## src/rtl/rti_obuf.sv

```systemverilog
module rti_obuf #(
	parameter int DW = 128
) (
	input  logic          clk,
	input  logic          arst_n,
	input  logic          push,
	input  logic [DW-1:0] din,
	output logic          full,
	output logic          valid,
	input  logic          ready,
	output logic [DW-1:0] dout
);

	logic [DW-1:0] ent_q [2];
	logic          wr_q;
	logic          rd_q;
	logic [1:0]    cnt_q;
	logic          pop;

	assign full  = (cnt_q == 2'd2);
	assign valid = (cnt_q != 2'd0);
	assign dout  = ent_q[rd_q];
	assign pop   = valid && ready;

	always_ff @(posedge clk) begin
		if (push) begin
			ent_q[wr_q] <= din;
		end
	end

	always_ff @(posedge clk or negedge arst_n) begin
		if (!arst_n) begin
			wr_q  <= 1'b0;
			rd_q  <= 1'b0;
			cnt_q <= 2'd0;
		end else begin
			if (push) begin
				wr_q <= ~wr_q;
			end
			if (pop) begin
				rd_q <= ~rd_q;
			end
			cnt_q <= cnt_q + 2'(push) - 2'(pop);
		end
	end

`ifndef SYNTHESIS
	a_no_overfill: assert property (@(posedge clk) disable iff (!arst_n)
		push && !pop |-> cnt_q != 2'd2)
		else $error("output buffer overfilled");
`endif

endmodule
```

## config.mk

```make
export PLATFORM = sky130hd
export DESIGN_NAME = rti_obuf
export DESIGN_NICKNAME = d
export VERILOG_FILES = /design/src/rtl/rti_obuf.sv
export SDC_FILE = /design/constraint.sdc
export NUM_CORES = 1
export LEC_CHECK = 0
export ABC_AREA = 1
export BUFFER_PORTS_ARGS = -buffer_cell sky130_fd_sc_hd__buf_2
export CAP_MARGIN = 5
export CORE_ASPECT_RATIO = 0.8
export CORE_MARGIN = 2
export CORE_UTILIZATION = 47
export DETAILED_ROUTE_END_ITERATION = 10
export HOLD_SLACK_MARGIN = 0.05
export PLACE_DENSITY = 0.85
export SLEW_MARGIN = 20
export SYNTH_ARGS = -nofsm -noshare
export SYNTH_HDL_FRONTEND = slang
export SYNTH_SLANG_ARGS = --single-unit
```

## constraint.sdc

```tcl
create_clock -name clk -period 6.55 [get_ports clk]
set_input_delay 0.9825 -clock clk [delete_from_list [all_inputs] [get_ports clk]]
set_output_delay 0.9825 -clock clk [all_outputs]
set_load 0.05 [all_outputs]
```

==> flow_summary.ini <==
[timing]
tightest_slew_ps = 933
fmax_mhz = 251
rsz0062_at_grt = false
min_period_over_period_pct = 60.9
hold_viol = 0
finClkSkew_ps = 6.78
final_max_slew_viol_count = 0
setup_viol = 0
slew_headroom_pct = 37.8
holdWs_ps = 286
final.setup.tns_ps = 0
period_needed_ps = 3990

[clock_tree]
insertion_delay_ps = 500
cts_tree = done
cts.sinks = 260
cts-root-buf = clkbuf_16
clk_path_buf_depth = 3
postCtsHoldBufs = 0
path_clk_slew_ps = 60
cts_resized = 0
cts_setup_buffers = 0
htreeDepth = 1
cts_buffers = 25

[routing]
drtIter0Drc = 394
wl_per_cell_um = 15.4
viasPerCell = 4.77
route.detailed.drc = 0
totalWireLength_um = 19200
ant_nets = 0
via_count = 5924
firstDrtPassIters = 8

[setup_path]
reg2regPathDepth = 3
worstPathArrival_ps = 3010
critPathMaxStageDelay_ps = 740
crit_fanout = 72
path_delay_family = buffers and inverters
crit_path_start_kind = flip-flop
crit_required_ps = 5570
crit_chain = inv_4, buf_4, nand2_1, nand2_1, buf_2
worstReg2RegStart = wr_q
cp_num_buf_inv = 3
regToRegEndpoint = ent_q[1][103]
crit_top_cell = nand2_1
end_kind = output pin
critPathSlowestCell = buf_4
critical_path_class = flip-flop to output pin
r2r_slack_ps = 4140

[synthesis]
netlist_top_cells_area = edfxtp_1 81%, nand2_1 16%, dfrtp_1 1.1%, buf_4 0.95%, buf_2 0.79%
yosys.area.top_type = edfxtp_1
synth-seq-area-share_pct = 81.8
syn_nets = 832
yosysMostFrequentCell = nand2_1
ys_ff_latch = 260
yosysUniqueCellTypes = 12
synth-main-ff-cell = edfxtp_1
syn_area_mm2 = 0.00952
yosys_warnings = 0
synth_common_cells = 394 x nand2_1, 256 x edfxtp_1, 15 x buf_2, 12 x buf_4, 8 x inv_1
synth_edf_count = 256
netlist_instances = 698
async_reset_ff_share_pct = 1.54
yosysTopAreaCellShare_pct = 80.7
syn_avg_cell_area_um2 = 13.6

[floorplanning]
initial_core_util_pct = 47.9
die_height_um = 131
core_area_mm2 = 0.0199
fp.dieW_um = 163
io-pin-count = 262
die_area_mm2 = 0.0214
rows = 46

[finish]
layout-drive-gt1-share_pct = 30.6
antenna_cells = 0
syn2layout_area_growth_pct = 23.8
nets = 1097

[job]
maxCapViolCount = 0

[place]
place_congestion = 0.753
hpwlAfterDp_um = 12200
port_buffers = 261

[global_route]
antenna_found_initial = 0
grt_pass1_vias = 6044
gr-usage-all-layers_pct = 17.4
grt_pass1_wl_um = 29100
grt_max_degree = 87
grt.overflow.total = 0

[run_status]
run_status = finished clean

[pwr]
p_per_area_mw_per_mm2 = 545
leakage_nw = 5.11
peakVddDrop_uv = 376
p_total_w = 0.00642

[hold_path]
hp-class = input port to asynchronous set/reset pin
==> worst max path at each step <==
| stage | start | slack (ps) | cells past startpoint | to |
|---|---|---|---|---|
| after floorplan | push | 1780 | 2 | ent_q[0][0] |
| after global placement | rd_q | 3050 | 5 | dout[91] |
| after CTS | rd_q | 2500 | 5 | dout[126] |
| after global routing | rd_q | 2350 | 5 | dout[118] |
| after detailed placement | rd_q | 3060 | 5 | dout[4] |
| final | rd_q | 2560 | 5 | dout[126] |
==> cell type report <==
cell class                      count  area (µm²)
Clock inverter                      4        43.8
Sequential cell                   260        7790
Tap cell                          264         330
Fill cell                        1499        8070
Inverter                            9        38.8
Timing Repair Buffer              266        1340
Multi-Input combinational cell    401        1540
Clock buffer                       39         698
==> cells by family (layout without fill, tap and decap cells) <==
logic type	count (synthesis)	count (layout)	share of synthesized area, %
simple gates	398	398	15.7
xor+xnor	1	1	0.0920
flops	260	260	81.8
buf+inv	37	318	2.13
fa+ha+maj	2	2	0.263
==> cells in the final DEF, fill, tap and decap left out, drive strengths merged <==
master	synthesis	layout
clkbuf	1	39
bufinv	0	1
ha	2	2
edfxtp	256	256
inv	9	9
clkinv	0	3
xor2	1	1
nand2	394	394
dfrtp	4	4
nor2	2	2
nand3	2	2
buf	27	266
==> worst reg2reg max path, cell delays in order (launching register included) <==
cell	delay [ps]
dfrtp_1	420
nand2_1	120
inv_4	620
buf_4	840
==> where the power goes <==
part           total (W)  switching [W]  internal [W]  leakage, nW
Clock            0.00131       0.000545      0.000766        0.360
Sequential       0.00233       0.000114       0.00221         2.45
Combinational    0.00278        0.00228      0.000502         2.30
Total            0.00642        0.00294       0.00348         5.11
==> registers in the layout (all words and copies together) (netlist names) <==
| name | flops |
|---|---|
| rd_q | 1 |
| cnt_q | 2 |
| wr_q | 1 |
| ent_q | 256 |
==> routing by layer <==
metal	wire, µm	vias to the layer above	share of wire [%]	GRT usage [%]
met4	535	0	2.8	5.65
li1	-	2878	-	-
met3	1690	42	8.8	5.68
met1	7570	2753	39	19.8
met2	9390	251	49	30.8
met5	0	-	0	0
==> through the flow <==
stage | worst slack (ps) | utilization, % | instance area [µm²] | cells
final | 2560 | 59.3 | 11800 | 1243
after global routing | 2350 | 59.3 | 11800 | 1243
after CTS | 2500 | 59.3 | 11800 | 1243
after detailed placement | 3060 | 55.6 | 11000 | 1200
after global placement | 3050 | 55.6 | 11000 | 1200
after floorplan | 1780 | - | 9520 | 698
Note: power is estimated with default switching activity, not from simulation.
