**config.mk**
```make
export PLATFORM = sky130hd
export DESIGN_NAME = rti_mul
export DESIGN_NICKNAME = d
export VERILOG_FILES = /design/src/rtl/rti_mul.sv
export SDC_FILE = /design/constraint.sdc
export NUM_CORES = 2
export LEC_CHECK = 0
export ABC_AREA = 1
export BUFFER_PORTS_ARGS = -buffer_cell sky130_fd_sc_hd__buf_4
export CORE_UTILIZATION = 61
export CTS_BUF_LIST = sky130_fd_sc_hd__clkbuf_8
export DETAILED_ROUTE_END_ITERATION = 7
export PLACE_DENSITY = 0.81
export RECOVER_POWER = 100
export REMOVE_ABC_BUFFERS = 1
export SETUP_SLACK_MARGIN = 0.5
export SYNTH_ARGS = -nofsm -noshare
export SYNTH_HDL_FRONTEND = slang
export SYNTH_SLANG_ARGS = --single-unit
export TNS_END_PERCENT = 1
```
**constraint.sdc**
```tcl
create_clock -name clk -period 6 [get_ports clk]
set_input_delay 0.6 -clock clk [delete_from_list [all_inputs] [get_ports clk]]
set_output_delay 0.6 -clock clk [all_outputs]
set_load 0.05 [all_outputs]
```
**src/rtl/rti_mul.sv**
```systemverilog
module rti_mul #(
	parameter int AW = 33,
	parameter int BW = 33
) (
	input  logic                 clk,
	input  logic                 en,
	input  logic signed [AW-1:0] a,
	input  logic signed [BW-1:0] b,
	output logic signed [AW+BW-1:0] p
);

	localparam int AL = AW / 2;
	localparam int AH = AW - AL;
	localparam int BL = BW / 2;
	localparam int BH = BW - BL;
	localparam int PW = AW + BW;

	logic signed [AH-1:0]    ah;
	logic        [AL-1:0]    al;
	logic signed [BH-1:0]    bh;
	logic        [BL-1:0]    bl;
	logic signed [AH+BH-1:0] hh_s1;
	logic signed [AH+BL:0]   hl_s1;
	logic signed [AL+BH:0]   lh_s1;
	logic        [AL+BL-1:0] ll_s1;
	logic signed [PW-1:0]    thh;
	logic signed [PW-1:0]    thl;
	logic signed [PW-1:0]    tlh;
	logic signed [PW-1:0]    tll;
	logic signed [PW-1:0]    p_s2;

	assign ah = a[AW-1:AL];
	assign al = a[AL-1:0];
	assign bh = b[BW-1:BL];
	assign bl = b[BL-1:0];

	always_ff @(posedge clk) begin
		if (en) begin
			hh_s1 <= ah * bh;
			hl_s1 <= ah * $signed({1'b0, bl});
			lh_s1 <= $signed({1'b0, al}) * bh;
			ll_s1 <= al * bl;
		end
	end

	assign thh = PW'(hh_s1);
	assign thl = PW'(hl_s1);
	assign tlh = PW'(lh_s1);
	assign tll = $signed(PW'(ll_s1));

	always_ff @(posedge clk) begin
		if (en) begin
			p_s2 <= (thh <<< (AL + BL)) + (thl <<< AL) + (tlh <<< BL) + tll;
		end
	end

	assign p = p_s2;

endmodule

```
==> impl_metrics.yaml <==
global_route:
  grt_max_degree: 101
  grt-ovfl-total: 0
  grt_pass1_wl_um: 246000
  grt_usage_pct: 35.4
  grt_pass1_vias: 47500
  antenna_found_initial: 5
die:
  num_io_pins: 134
  design.die.area_um2: 89800
  core-area_um2: 87300
  placement_rows: 108
  fp.dieH_um: 300
  dieWidth_um: 300
  initial_utilization_pct: 61.9
timing:
  finalSetupViolCount: 0
  slew-limit-headroom_pct: -242
  tightest_slew_ns: 5.13
  period_needed_ns: 5.58
  period_share_pct: 93.0
  maxSlewViolCount: 101
  finClkSkew_ns: 0.0418
  clock.fmax_mhz: 179
  rsz0062_at_grt: "true"
  hold_viol: 0
  setup_ws_ns: 0.423
critical_path:
  cp-start-kind: "primary input"
  required_ns: 6.35
  path_max_fanout: 19
  ff2ff_path_depth: 9
  critPathLaunch: "a[17]"
  end_kind: "flop"
  rrSetupSlack_ns: 2.46
  crit_end: "hh_s1[20]$_DFFE_PP_"
  r2r_start: "lh_s1[33]$_DFFE_PP_"
  rr_endpoint: "p[55]$_DFFE_PP_"
  cp.arrival_ns: 5.93
  crit_type: "primary input to flop"
route:
  first_iter_violations: 3601
  drt_wl_total_um: 152000
  dr.pass1.iters: 6
  ant_nets: 0
  vias_per_cell: 5.28
  num_vias: 44600
  routedWlPerCell_um: 18.0
  drc_errors: 0
place:
  place_worst_setup_slack_ns: -0.195
  port_buffers: 133
  post-dp-hpwl_um: 129000
  gp_congestion: 0.985
synth:
  synth_edf_count: 200
  async_flop_share_pct: 0
  synthCells: 7063
  synth_top_family_by_area: "adder cells"
  ys_seq_area_share_pct: 11.1
  synth_compound_area_share_pct: 2.67
  ys_ff_latch: 200
  synth_ff_type: "edfxtp_1"
  synthSimpleGateAreaFrac_pct: 19.3
  syn_area_um2: 54100
  syn_avg_cell_area_um2: 7.66
  yosys_warnings: 0
  yosysUniqueCellTypes: 36
  synth-xor-area-share_pct: 1.73
  synth.mux.area_fraction_pct: 0
  synthAdderAreaFrac_pct: 48.5
clock_network:
  cts_root_buffer: "clkbuf_8"
  cts.sinks: 200
  cts_tree: "done"
  numCtsBuffers: 17
  htree_levels: 4
  clock_path_buffers: 2
  clk_pin_slew_ns: 0.13
  clk_latency_ns: 0.62
  hold_buffers: 0
run_status:
  status: "finished with violations"
  violations: "capacitance limit, slew limit"
worst_hold_path:
  min_from: "ll_s1[12]$_DFFE_PP_"
  min_path_type: "flop to flop"
final_layout:
  area_growth_pct: 8.37
  fill_cells: 7234
  nNetsFinal: 8827
  fin_util_pct: 67.1
  final_layout_size_suffix_gt1_share_pct: 7.19
job:
  drv_cap: 1
layout by cell type, fill, tap and decap left out, drive strengths merged, types with 3 or more instances in the layout:
cell type	count
inv	2150
nand2	2063
fa	1028
ha	452
buf	372
nor2	247
edfxtp	200
a21oi	165
nand3	149
clkbuf	104
xor2	84
o21ai	84
nand4	66
nor3	40
xnor2	23
or2	16
o21bai	14
clkinv	7
a21o	5
nand3b	4
and2	4
a31oi	3
worst min path at each step:
stage	cells after the start	to
3_3_place_gp	0	p[10]$_DFFE_PP_
3_5_place_dp	0	p[12]$_DFFE_PP_
4_1_cts	0	p[12]$_DFFE_PP_
5_1_grt	0	p[7]$_DFFE_PP_
2_1_floorplan	0	p[0]$_DFFE_PP_
6_report	0	p[12]$_DFFE_PP_
worst max-delay path, stage by stage:
cell      delay (ns)
buf_4           0.28
clkbuf_1        0.61
nand2_1         0.12
inv_1           0.10
fa_1            0.42
fa_1            0.47
ha_1            0.21
fa_1            0.48
inv_1           0.06
fa_1            0.48
fa_1            0.50
inv_1           0.05
ha_1            0.32
a21oi_1         0.27
nor2_1          0.07
nor2_1          0.18
nand2_1         0.10
clkbuf_1        0.18
a21oi_1         0.27
xnor2_2         0.13
cell type report:
cell class | count | area (um2) | share of cell area, %
inverters | 2144 | 8050 | 13.7
flip-flops and latches | 200 | 6010 | 10.2
clock buffers | 17 | 234 | 0.399
multi-input cells | 4456 | 39200 | 66.8
repair buffers | 460 | 3550 | 6.05
well taps | 1155 | 1450 | 2.47
clock inverters | 15 | 158 | 0.269
diodes | 2 | 5.00 | 0.00854
layer usage:
metal	wire [um]	up-vias	global-route usage (%)
met1	58400	21500	44.2
met2	71300	2045	58.9
met3	14800	468	7.98
met5	40	-	0
met4	7750	6	16.1
li1	-	20600	-
through the flow:
stage	hold WS [ns]	std cells	cell area [um2]	TNS, ns
floorplan	0.400	6800	53100	0
global placement	0.401	8414	58300	-0.365
detailed placement	0.406	8414	58300	-2.18
CTS	0.431	8446	58700	0
global route	0.440	8448	58600	0
finish	0.428	8449	58600	0
repair_timing:
item,4_1_cts,5_1_grt
pin swaps,0,4
endpoints found under the hold margin,0,0
buffers inserted,0,1
endpoints found under the setup margin,1,64
gates resized for setup,1,86
Yosys cell counts (2+ instances only):
cell type	n	area share, %
nor4_1	2	0.023
nor2_4	11	0.23
nand4_1	66	0.76
xor2_1	84	1.4
a21oi_1	165	1.5
nand2b_1	2	0.023
or2_2	14	0.16
nor3_2	6	0.11
o21ai_0	81	0.75
nand3b_1	4	0.056
xnor2_1	23	0.37
clkbuf_1	262	1.8
o21ai_2	2	0.032
a31oi_1	3	0.035
inv_2	15	0.10
a21o_1	5	0.069
nand2_2	20	0.23
nor2_2	11	0.13
o21a_1	2	0.028
o211ai_1	2	0.028
nand3_2	2	0.037
inv_1	2129	15
edfxtp_1	200	11
nand2_1	2043	14
ha_1	452	10
fa_1	1028	38
nor2_1	225	1.6
o21bai_1	14	0.19
nor3_1	34	0.31
and2_1	4	0.046
nand3_1	147	1.4
kinds of logic after synthesis:
kind of cell    after synthesis
fa+ha+maj                  1480
simple gates               2594
compound gates              275
buf+inv                    2407
xor+xnor                    107
flops                       200
registers in the layout, indices dropped and copies added, names as in the netlist:
name,flops
p,66
hh_s1,34
hl_s1,34
lh_s1,34
ll_s1,32
Power is not shown: default switching activity piles up to over one toggle a cycle in this logic, so the estimate is an artifact.
